`config.mk`:
```
export PLATFORM = sky130hd
export DESIGN_NAME = weighted_action_selector_core_flat
export DESIGN_NICKNAME = d
export VERILOG_FILES = /design/src/sv/was_pkg.sv /design/src/sv/was_if.sv /design/src/sv/was_div.sv /design/src/sv/weighted_action_selector_core.sv /design/src/flat_wrapper.sv
export SDC_FILE = /design/constraint.sdc
export NUM_CORES = 2
export LEC_CHECK = 0
export BUFFER_PORTS_ARGS = -buffer_cell sky130_fd_sc_hd__buf_2
export CAP_MARGIN = 30
export CORE_MARGIN = 10
export CORE_UTILIZATION = 55
export DETAILED_ROUTE_END_ITERATION = 7
export GPL_TIMING_DRIVEN = 0
export PLACE_DENSITY = 0.71
export SYNTH_ARGS = -nofsm -noshare
export SYNTH_HDL_FRONTEND = slang
export SYNTH_MEMORY_MAX_BITS = 65536
export SYNTH_SLANG_ARGS = --single-unit
```
`constraint.sdc`:
```
create_clock -name i_clk -period 10.7 [get_ports i_clk]
set_clock_uncertainty 0.05 [all_clocks]
set_input_delay 1.07 -clock i_clk [delete_from_list [all_inputs] [get_ports i_clk]]
set_output_delay 1.07 -clock i_clk [all_outputs]
set_load 0.02 [all_outputs]
```
`src/sv/was_pkg.sv`:
```
// ----------------------------------------------------------------------------
// was_pkg
// Shared types and constants of the weighted action selector.
// ----------------------------------------------------------------------------
package was_pkg;

    localparam int NUM_STATES  = 16;
    localparam int MAX_ACTIONS = 8;

    localparam int ACT_W   = 16;
    localparam int PROB_W  = 17;
    localparam int SIDX_IN_W = 4;
    localparam int TOT_W   = PROB_W + 1;
    localparam int CNT_W   = $clog2(MAX_ACTIONS + 1);
    localparam int SLOT_W  = (MAX_ACTIONS > 1) ? $clog2(MAX_ACTIONS) : 1;
    localparam int SIDX_W  = (NUM_STATES > 1) ? $clog2(NUM_STATES) : 1;
    localparam int ADDR_W  = SIDX_W + SLOT_W;
    localparam int DEPTH   = 1 << ADDR_W;
    localparam int ACC_W   = PROB_W + CNT_W;
    localparam int FRAC_W  = 16;
    localparam int DVD_W   = PROB_W + FRAC_W;
    localparam int DIV_CW  = $clog2(DVD_W + 1);

    localparam logic [PROB_W-1:0] ONE_FIXED = PROB_W'(65536);
    localparam logic [ACT_W-1:0]  INVALID_RESET = ACT_W'(65535);

    typedef enum logic [1:0] {
        STAT_OK    = 2'd0,
        STAT_NODEC = 2'd1,
        STAT_FULL  = 2'd2
    } t_status;

endpackage

```
`src/sv/was_if.sv`:
```
// ----------------------------------------------------------------------------
// was_if
// Request, response and configuration channels of the selector.
// ----------------------------------------------------------------------------
interface was_req_if;
    logic                          valid;
    logic                          ready;
    logic                          mode;
    logic [was_pkg::SIDX_IN_W-1:0] state_index;
    logic [was_pkg::ACT_W-1:0]     action_id;
    logic [was_pkg::PROB_W-1:0]    probability;
    logic [was_pkg::PROB_W-1:0]    roulette;
    modport source (output valid, mode, state_index, action_id, probability, roulette,
                    input ready);
    modport sink   (input valid, mode, state_index, action_id, probability, roulette,
                    output ready);
endinterface

interface was_rsp_if;
    logic                      valid;
    logic                      ready;
    logic [was_pkg::ACT_W-1:0] chosen_action;
    logic [1:0]                status;
    modport source (output valid, chosen_action, status, input ready);
    modport sink   (input valid, chosen_action, status, output ready);
endinterface

interface was_cfg_if;
    logic                      valid;
    logic                      ready;
    logic [was_pkg::ACT_W-1:0] data;
    modport source (output valid, data, input ready);
    modport sink   (input valid, data, output ready);
endinterface

```
`src/sv/was_div.sv`:
```
// ----------------------------------------------------------------------------
// was_div
// Restoring divider, one quotient bit per cycle.
// ----------------------------------------------------------------------------
module was_div (
    input  logic                         i_clk,
    input  logic                         i_rst_n,
    input  logic                         i_start,
    input  logic [was_pkg::DVD_W-1:0]    i_dividend,
    input  logic [was_pkg::TOT_W-1:0]    i_divisor,
    output logic                         o_done,
    output logic [was_pkg::PROB_W-1:0]   o_quotient
);
    logic                         r_busy;
    logic                         r_done;
    logic [was_pkg::DIV_CW-1:0]   r_cnt;
    logic [was_pkg::TOT_W-1:0]    r_rem;
    logic [was_pkg::TOT_W-1:0]    r_div;
    logic [was_pkg::DVD_W-1:0]    r_dvd;
    logic [was_pkg::TOT_W:0]      trial;
    logic [was_pkg::TOT_W:0]      diff;
    logic                         ge;

    assign trial = {r_rem, r_dvd[was_pkg::DVD_W-1]};
    assign diff  = trial - {1'b0, r_div};
    assign ge    = trial >= {1'b0, r_div};

    always_ff @(posedge i_clk) begin
        if (!i_rst_n) begin
            r_busy <= 1'b0;
            r_done <= 1'b0;
            r_cnt  <= '0;
        end else begin
            r_done <= 1'b0;
            if (i_start) begin
                r_busy <= 1'b1;
                r_cnt  <= was_pkg::DIV_CW'(was_pkg::DVD_W);
                r_rem  <= '0;
                r_div  <= i_divisor;
                r_dvd  <= i_dividend;
            end else if (r_busy) begin
                r_rem <= ge ? diff[was_pkg::TOT_W-1:0] : trial[was_pkg::TOT_W-1:0];
                r_dvd <= {r_dvd[was_pkg::DVD_W-2:0], ge};
                r_cnt <= r_cnt - 1'b1;
                if (r_cnt == was_pkg::DIV_CW'(1)) begin
                    r_busy <= 1'b0;
                    r_done <= 1'b1;
                end
            end
        end
    end

    assign o_done     = r_done;
    assign o_quotient = r_dvd[was_pkg::PROB_W-1:0];
endmodule

```
`src/sv/weighted_action_selector_core.sv`:
```
// ----------------------------------------------------------------------------
// weighted_action_selector_core
// Per-state roulette-wheel action tables with add, rescale and decide.
// ----------------------------------------------------------------------------
// One request at a time. An add that needs no rescale, a dropped add and a
// decide that fails its checks go from idle to the done state and on to the
// result register. A decide walks the entries through a read state and a
// check state per entry, as the read of the entry memory is registered. An
// add that pushes the total above 1.0 rescales each of the state's n entries,
// up to eight, with a serial divider. A new request is taken while a finished
// response still waits in the output register.
module weighted_action_selector_core (
    input  logic  i_clk,
    input  logic  i_rst_n,
    was_req_if.sink   i_req,
    was_rsp_if.source o_rsp,
    was_cfg_if.sink   i_cfg
);
    typedef enum logic [2:0] {
        S_IDLE, S_RS_RD, S_RS_LAT, S_RS_DIV, S_DEC_RD, S_DEC_CHK, S_DONE
    } t_state;

    t_state                            r_state;
    logic [was_pkg::ACT_W-1:0]         r_inv;
    logic [was_pkg::CNT_W-1:0]         r_cnt [was_pkg::NUM_STATES];
    logic [was_pkg::PROB_W-1:0]        r_tot [was_pkg::NUM_STATES];
    logic [was_pkg::ACT_W-1:0]         mem_act  [was_pkg::DEPTH];
    logic [was_pkg::PROB_W-1:0]        mem_prob [was_pkg::DEPTH];
    logic [was_pkg::ACT_W-1:0]         r_rd_act;
    logic [was_pkg::PROB_W-1:0]        r_rd_prob;
    logic [was_pkg::SIDX_W-1:0]        r_idx;
    logic [was_pkg::SLOT_W-1:0]        r_i;
    logic [was_pkg::CNT_W-1:0]         r_n;
    logic [was_pkg::TOT_W-1:0]         r_total;
    logic [was_pkg::PROB_W-1:0]        r_roul;
    logic [was_pkg::ACC_W-1:0]         r_acc;
    logic [was_pkg::ACT_W-1:0]         r_chosen;
    was_pkg::t_status                  r_stat;
    logic                              r_ovalid;
    logic [was_pkg::ACT_W-1:0]         r_ochosen;
    was_pkg::t_status                  r_ostat;

    logic                              req_acc;
    logic                              req_oor;
    logic [was_pkg::SIDX_W-1:0]        sidx;
    logic [was_pkg::CNT_W-1:0]         cur_cnt;
    logic [was_pkg::PROB_W-1:0]        cur_tot;
    logic [was_pkg::TOT_W-1:0]         sum;
    logic                              full;
    logic [was_pkg::PROB_W-1:0]        roul_c;
    logic                              we_act;
    logic                              we_prob;
    logic [was_pkg::ADDR_W-1:0]        wa;
    logic [was_pkg::PROB_W-1:0]        wprob;
    logic [was_pkg::ADDR_W-1:0]        ra;
    logic                              div_start;
    logic                              div_done;
    logic [was_pkg::PROB_W-1:0]        div_q;
    logic [was_pkg::ACC_W-1:0]         acc_n;
    logic                              last;

    assign i_req.ready = (r_state == S_IDLE);
    assign i_cfg.ready = 1'b1;
    assign req_acc     = i_req.valid && i_req.ready;
    assign req_oor     = 32'(i_req.state_index) >= was_pkg::NUM_STATES;
    assign sidx        = i_req.state_index[was_pkg::SIDX_W-1:0];
    assign cur_cnt     = r_cnt[sidx];
    assign cur_tot     = r_tot[sidx];
    assign sum         = {1'b0, cur_tot} + {1'b0, i_req.probability};
    assign full        = cur_cnt >= was_pkg::CNT_W'(was_pkg::MAX_ACTIONS);
    assign roul_c      = (i_req.roulette > was_pkg::ONE_FIXED) ? was_pkg::ONE_FIXED
                                                                : i_req.roulette;

    assign we_act  = req_acc && !i_req.mode && !req_oor && !full;
    assign we_prob = we_act || (r_state == S_RS_DIV && div_done);
    assign wa      = (r_state == S_IDLE) ? {sidx, cur_cnt[was_pkg::SLOT_W-1:0]}
                                         : {r_idx, r_i};
    assign wprob   = (r_state == S_IDLE) ? i_req.probability : div_q;
    assign ra      = {r_idx, r_i};

    assign div_start = (r_state == S_RS_LAT);
    assign acc_n     = r_acc + was_pkg::ACC_W'(r_rd_prob);
    assign last      = (was_pkg::CNT_W'(r_i) + 1'b1) == r_n;

    was_div u_div (
        .i_clk      (i_clk),
        .i_rst_n    (i_rst_n),
        .i_start    (div_start),
        .i_dividend ({r_rd_prob, was_pkg::FRAC_W'(0)}),
        .i_divisor  (r_total),
        .o_done     (div_done),
        .o_quotient (div_q)
    );

    always_ff @(posedge i_clk) begin
        if (we_act) begin
            mem_act[wa] <= i_req.action_id;
        end
        if (we_prob) begin
            mem_prob[wa] <= wprob;
        end
        r_rd_act  <= mem_act[ra];
        r_rd_prob <= mem_prob[ra];
    end

    always_ff @(posedge i_clk) begin
        if (!i_rst_n) begin
            r_state  <= S_IDLE;
            r_inv    <= was_pkg::INVALID_RESET;
            r_ovalid <= 1'b0;
            for (int k = 0; k < was_pkg::NUM_STATES; k++) begin
                r_cnt[k] <= '0;
                r_tot[k] <= '0;
            end
        end else begin
            if (i_cfg.valid) begin
                r_inv <= i_cfg.data;
            end
            if (o_rsp.ready && r_state != S_DONE) begin
                r_ovalid <= 1'b0;
            end
            unique case (r_state)
                S_IDLE: begin
                    if (req_acc) begin
                        r_idx   <= sidx;
                        r_i     <= '0;
                        r_acc   <= '0;
                        r_roul  <= roul_c;
                        r_n     <= cur_cnt;
                        r_state <= S_DONE;
                        if (!i_req.mode) begin
                            r_chosen <= '0;
                            if (req_oor || full) begin
                                r_stat <= was_pkg::STAT_FULL;
                            end else begin
                                r_stat       <= was_pkg::STAT_OK;
                                r_cnt[sidx]  <= cur_cnt + 1'b1;
                                r_n          <= cur_cnt + 1'b1;
                                r_total      <= sum;
                                if (sum > was_pkg::TOT_W'(was_pkg::ONE_FIXED)) begin
                                    r_tot[sidx] <= was_pkg::ONE_FIXED;
                                    r_state     <= S_RS_RD;
                                end else begin
                                    r_tot[sidx] <= sum[was_pkg::PROB_W-1:0];
                                end
                            end
                        end else begin
                            r_chosen <= r_inv;
                            r_stat   <= was_pkg::STAT_NODEC;
                            if (!req_oor && !(roul_c > cur_tot) && cur_cnt != '0) begin
                                r_state <= S_DEC_RD;
                            end
                        end
                    end
                end
                S_RS_RD:  r_state <= S_RS_LAT;
                S_RS_LAT: r_state <= S_RS_DIV;
                S_RS_DIV: begin
                    if (div_done) begin
                        if (last) begin
                            r_state <= S_DONE;
                        end else begin
                            r_i     <= r_i + 1'b1;
                            r_state <= S_RS_RD;
                        end
                    end
                end
                S_DEC_RD: r_state <= S_DEC_CHK;
                S_DEC_CHK: begin
                    r_acc <= acc_n;
                    if (acc_n >= was_pkg::ACC_W'(r_roul) || last) begin
                        r_chosen <= r_rd_act;
                        r_stat   <= was_pkg::STAT_OK;
                        r_state  <= S_DONE;
                    end else begin
                        r_i     <= r_i + 1'b1;
                        r_state <= S_DEC_RD;
                    end
                end
                S_DONE: begin
                    if (!r_ovalid || o_rsp.ready) begin
                        r_ovalid  <= 1'b1;
                        r_ochosen <= r_chosen;
                        r_ostat   <= r_stat;
                        r_state   <= S_IDLE;
                    end
                end
                default: r_state <= S_IDLE;
            endcase
        end
    end

    assign o_rsp.valid         = r_ovalid;
    assign o_rsp.chosen_action = r_ochosen;
    assign o_rsp.status        = r_ostat;
endmodule
```
`src/flat_wrapper.sv`:
```
// flat-port wrapper written by rule: the top's interface ports become plain ports
module weighted_action_selector_core_flat 
  (i_clk, i_rst_n, i_req_valid, i_req_mode, i_req_state_index, i_req_action_id, i_req_probability, i_req_roulette, i_req_ready, o_rsp_valid, o_rsp_chosen_action, o_rsp_status, o_rsp_ready, i_cfg_valid, i_cfg_data, i_cfg_ready);
  was_req_if i_req_i ();
  was_rsp_if o_rsp_i ();
  was_cfg_if i_cfg_i ();
  input  logic i_clk;
  input  logic i_rst_n;
  input wire logic [$bits(i_req_i.valid)-1:0] i_req_valid;
  input wire logic [$bits(i_req_i.mode)-1:0] i_req_mode;
  input wire logic [$bits(i_req_i.state_index)-1:0] i_req_state_index;
  input wire logic [$bits(i_req_i.action_id)-1:0] i_req_action_id;
  input wire logic [$bits(i_req_i.probability)-1:0] i_req_probability;
  input wire logic [$bits(i_req_i.roulette)-1:0] i_req_roulette;
  output wire logic [$bits(i_req_i.ready)-1:0] i_req_ready;
  output wire logic [$bits(o_rsp_i.valid)-1:0] o_rsp_valid;
  output wire logic [$bits(o_rsp_i.chosen_action)-1:0] o_rsp_chosen_action;
  output wire logic [$bits(o_rsp_i.status)-1:0] o_rsp_status;
  input wire logic [$bits(o_rsp_i.ready)-1:0] o_rsp_ready;
  input wire logic [$bits(i_cfg_i.valid)-1:0] i_cfg_valid;
  input wire logic [$bits(i_cfg_i.data)-1:0] i_cfg_data;
  output wire logic [$bits(i_cfg_i.ready)-1:0] i_cfg_ready;
  assign i_req_i.valid = i_req_valid;
  assign i_req_i.mode = i_req_mode;
  assign i_req_i.state_index = i_req_state_index;
  assign i_req_i.action_id = i_req_action_id;
  assign i_req_i.probability = i_req_probability;
  assign i_req_i.roulette = i_req_roulette;
  assign i_req_ready = i_req_i.ready;
  assign o_rsp_valid = o_rsp_i.valid;
  assign o_rsp_chosen_action = o_rsp_i.chosen_action;
  assign o_rsp_status = o_rsp_i.status;
  assign o_rsp_i.ready = o_rsp_ready;
  assign i_cfg_i.valid = i_cfg_valid;
  assign i_cfg_i.data = i_cfg_data;
  assign i_cfg_ready = i_cfg_i.ready;
  weighted_action_selector_core u_core (.i_clk(i_clk), .i_rst_n(i_rst_n), .i_req(i_req_i), .o_rsp(o_rsp_i), .i_cfg(i_cfg_i));
endmodule
```
## Word-level counts from Yosys, hierarchy flattened

Memories as Yosys holds them, arrays and structs flattened. A register that Yosys moved wholly into a read port is not among the register bits.
Index checks and enable logic that the tools add are counted.

- Bits of input ports: 76
- Memories: 4
- Bits in registers: 200
- RAM bits: 4560
- Word-level logic and storage cells: 165

Memories:

| name | words | bits a word | read ports | clocked after Yosys merged registers in | wr ports | RTL line | RTL |
|---|---|---|---|---|---|---|---|
| u_core.mem_prob | 128 | 17 | 1 | 1 | 1 | weighted_action_selector_core.sv:28 | `logic [was_pkg::PROB_W-1:0] mem_prob [was_pkg::DEPTH];` |
| u_core.mem_act | 128 | 16 | 1 | 1 | 1 | weighted_action_selector_core.sv:27 | `logic [was_pkg::ACT_W-1:0] mem_act [was_pkg::DEPTH];` |
| u_core.r_tot | 16 | 17 | 1 | 0 | 16 | weighted_action_selector_core.sv:26 | `logic [was_pkg::PROB_W-1:0] r_tot [was_pkg::NUM_STATES];` |
| u_core.r_cnt | 16 | 4 | 1 | 0 | 16 | weighted_action_selector_core.sv:25 | `logic [was_pkg::CNT_W-1:0] r_cnt [was_pkg::NUM_STATES];` |

- Reduce and logical (&&, ||, !) cells: 31
- $add $sub $neg: 7
- Equality and inequality tests: 15
- Multiplexer cells: 76
- Bitwise logic cells: 5
- Order comparisons: 6

Operators with widths:

| kind | number |
|---|---|
| 2-to-1 mux 17 bit | 4 |
| 2-to-1 mux 33 bit | 2 |
| 2-to-1 mux 16 bit | 3 |
| one-hot mux 21 bit (2 select lines) | 1 |
| 2-to-1 mux 18 bit | 2 |
| 2-to-1 mux 1 bit | 34 |
| 2-to-1 mux 3 bit | 11 |
| one-hot mux 16 bit (2 select lines) | 1 |
| adder 21 x 17 -> 21 bit | 1 |
| >= comparator 21 x 17 -> 1 bit | 1 |
| 2-to-1 mux 21 bit | 1 |
| one-hot mux 3 bit (7 select lines) | 1 |
| 2-to-1 mux 4 bit | 5 |
| >= comparator 19 x 18 -> 1 bit | 1 |
| adder 17 x 17 -> 18 bit | 1 |
| > comparator 18 x 17 -> 1 bit, second input constant | 1 |
| subtractor 18 bit | 1 |
| > comparator 17 bit | 1 |
| > comparator 17 bit, second input constant | 1 |
| OR reduction 17 bit | 1 |
| 2-to-1 mux 2 bit | 6 |
| 2-to-1 mux 6 bit | 2 |
| AND reduction 3 bit | 4 |
| equality test 3 bit, second input constant | 3 |
| other kinds (31) | 51 |

## Logic depth before layout (Yosys ltp)

An unclocked memory read counts as a cell.

- Word-level depth: 13
- Mapped depth: 20

## Modules after synthesis

A second synthesis with hierarchy kept.

- Cell total of the unflattened synthesis: 8479
- Area total of the unflattened synthesis: 188478.3 µm²

By module, submodules not included:

| module | instances | cells each | area each (µm²) | sequential area each (µm²) |
|---|---|---|---|---|
| weighted_action_selector_core | 1 | 8113 | 184177.9 | 141085.3 |
| was_div | 1 | 366 | 4300.4 | 2232.1 |

## Least setup slack after synthesis

Ideal clock, no wire load.

- Kind: input to register
- Start: input port i_req_state_index[0]
- End: memory u_core.r_tot[0][11] (netlist name), data pin
- Required time: 10.510 ns
- Stages: 19
- Arrival: 6.943 ns
- Slack: 3.567 ns
- Library setup time: 0.140 ns
- Path through: buf_2 buf_1 clkbuf_1 clkbuf_1 mux4_2 mux4_2 ha_1 fa_1 a21oi_1 o221ai_2 xnor2_1 nor4_1 or4b_1 or4b_1 o21ai_2 buf_4 nand3_2 buf_2 nor2_1

RTL lines:

| item | RTL line | RTL |
|---|---|---|
| start: declaration | flat_wrapper.sv:11 | `input wire logic [$bits(i_req_i.state_index)-1:0] i_req_state_index;` |
| end: declaration | weighted_action_selector_core.sv:26 |  |

==> impl_metrics.toml <==
[outcome]
status = "finished clean"

[clocking]
clock_path_buffers = 4
cts_buffers = 459
cts_num_sinks = 4793
cts_setup_buffers = 0
ctsHoldBuffers = 0
htreeDepth = 5
clk_latency_ns = 1.00
clock-root-buffer = "clkbuf_16"
cts_tree = "done"
clk_pin_slew_worst_paths_ns = 0.06
cts_resized = 0

[floorplanning]
pin_count = 97
die_x_um = 604
die_area_um2 = 365000
core-area_um2 = 340000
fp-row-count = 214
start_util_pct = 55.2
die_y_um = 604

[layout]
nets = 9549
syn_to_final_growth_pct = 15.7
finalCoreUtilization_pct = 63.9
drive_gt1_share_pct = 31.5
final_common_cell = "edfxtp_1"
finalNonFillerCells = 14300
final_cell_mix = "edfxtp_1 (4732), mux4_2 (1489), clkbuf_16 (467), nor2_1 (407), clkbuf_1 (397)"
stdcell_area_um2 = 217000
nFillCells = 21500

[timing]
timing.fmax_mhz = 119
setup_violations = 0
setup_tns_ns = 0
slew_viol_final = 0
tightestPinTransition_ns = 1.10
rsz0062_at_grt = "false"
hold_viol = 0
finalCriticalPeriod_ns = 8.37
finalCritPeriodShare_pct = 78.2
slew_headroom_pct = 26.7

[worst_setup_path]
cp_max_fo = 10
worstSetupStartpointType = "input pin"
crit_arrival_ns = 9.15
r2r-start = "u_core.r_cnt[7][3]"
cp-startpoint = "i_req_state_index[1]"
crit_type = "in2reg"
critPathRequiredTime_ns = 11.48
crit_top_cell = "clkbuf_1"
cp-end-kind = "flip-flop"
cp_slowest_cell = "clkbuf_1"
max_stage_delay_ns = 0.71
crit_chain = "buf_2 -> clkbuf_1 -> clkbuf_1 -> clkbuf_1 -> clkbuf_1 -> mux4_2 -> mux4_2 -> ha_1 -> fa_1 -> a21oi_1 -> o221ai_2 -> xnor2_1 -> nor4_1 -> or4b_1 -> or4b_1 -> o21ai_2 -> nand3_1 -> clkbuf_1 -> nor2_1"

[synth]
syn-cell-area_um2 = 188000
synthArstFlopShare_pct = 0
synth-seq-cells = 4793
synth_edf_count = 4732
syn_area_per_cell_um2 = 22.3
seq_area_frac_synth_pct = 76.4
syn-instance-count = 8419
yosysUniqueCellTypes = 70
yosysWarnings = 0
syn_nets = 8589
synth-main-ff-cell = "edfxtp_1"

[routing]
ant_nets = 0
drt_iter0_drc = 15300
drt_pass1_iterations = 8
drt-total-wl_um = 528000
vias = 96100
wire_per_inst_um = 36.8
drc_errors = 0
vias_per_cell = 6.71

[global_route]
grt_max_degree = 99
antenna_found_initial = 62
grt.overflow.total = 0
grt_pass1_vias = 95300
grt_pass1_wl_um = 738000
track_usage_pct = 28.6

[pwr]
ir_drop_v = 0.000362
power.leakage_uw = 0.0686
powerDensity_nw_per_um2 = 229
p_total_uw = 49800

[placed_design]
dp.cells = 13400
place_congestion = 0.904
hpwlAfterDp_um = 363000
placed_cell_area_um2 = 202000
portBuffers = 93

[worst_hold_path]
min_path_type = "in2reg"
min-delay-start = "i_cfg_data[10]"

[flow_run]
max_cap_viol_count = 0
critical path: cells and delay by family:
family	cells	cell delay [ns]
compound gates	3	0.87
simple gates	5	1.86
fa+ha+maj	2	0.73
buf+inv	6	3.15
xor+xnor	1	0.36
mux	2	1.07
worst paths after layout:
kind                                          endpoint  slack (ns)  cells past startpoint
worst max-delay path               u_core.r_tot[14][5]        2.33                     19
worst min-delay path                  u_core.r_inv[10]        0.26                      3
worst max register to register  u_core.mem_prob[28][7]        3.34                     13
worst min register to register   u_core.u_div.r_div[7]        0.36                      0
cell families after synthesis:
family,synth area share [%]
AND/OR/NAND/NOR,2.55
adder cells (fa/ha/maj),0.639
AO/OA/AOI/OAI,0.802
XOR/XNOR,0.229
other,0.00200
multiplexers,18.3
flip-flops,76.4
buffers and inverters,1.13
metal layers:
metal | global-route usage [%] | part of all wire (%) | vias to the layer above
met5 | 0 | 0.038 | -
met4 | 13.6 | 5.6 | 30
met3 | 8.38 | 13 | 1272
met2 | 43.4 | 46 | 7133
met1 | 38.8 | 35 | 50500
li1 | - | - | 37300
metrics by stage:
stage          setup WS, ns  hold WS (ns)
4_1_cts                2.12         0.204
3_5_place_dp           1.17         0.355
3_3_place_gp          0.684         0.351
6_report               2.33         0.262
5_1_grt                2.13         0.234
2_1_floorplan          3.57         0.350
registers in the layout, indices dropped and copies added (netlist names), 17 cells and up:
register            flops
u_core.r_acc           21
u_core.mem_act       2048
u_core.r_tot          272
u_core.r_rd_prob       17
u_core.mem_prob      2176
u_core.u_div.r_div     18
u_core.r_roul          17
u_core.u_div.r_dvd     33
u_core.r_cnt           64
u_core.r_total         18
u_core.u_div.r_rem     18
Yosys cell counts (3+ instances only):
cell type,n,area [um2]
clkbuf_1,355,1330
buf_1,103,387
mux2_2,50,563
and2_1,22,138
nor2_1,663,2490
o21ai_0,41,205
a2111oi_0,6,52.6
o21bai_1,7,52.6
edfxtp_1,4732,142000
nand2b_1,11,68.8
a21o_1,19,143
a31oi_1,8,50.1
o21ba_2,3,30.0
or3_1,9,56.3
nand3b_1,7,52.6
nand3_1,47,235
mux2i_1,24,240
xnor2_1,28,245
dfxtp_1,61,1220
nand4b_1,3,26.3
o21a_1,13,97.6
a21boi_0,7,52.6
nand3_2,8,80.1
xor2_1,21,184
nor4_1,9,56.3
a211oi_1,11,82.6
nor2b_1,44,275
nand2_1,251,942
a21oi_1,70,350
ha_1,91,1140
nor3_1,21,105
inv_1,83,312
nand4_1,15,93.8
o211a_1,3,30.0
a211o_1,4,35.0
mux4_2,1489,33500
o211ai_1,6,45.0
buf_2,13,65.1
fa_1,3,60.1
and3_1,7,43.8
or2_2,9,56.3
power breakdown:
group / internal, uW / switching (uW) / total (uW)
logic: 3550 / 7060 / 10600
clock network: 9260 / 7020 / 16300
registers: 22700 / 185 / 22900
cell type report:
cell class	instances	area [um2]	share of cell area, %
Multi-Input combinational cell	3069	43100	19.8
Sequential cell	4793	143000	66.0
Clock buffer	561	12100	5.58
Clock inverter	283	2890	1.33
Buffer	473	1870	0.861
Inverter	84	315	0.145
Antenna cell	32	80.1	0.0369
Tap cell	4536	5680	2.61
Timing Repair Buffer	499	7810	3.60
Power figures use the tool's default switching activity.
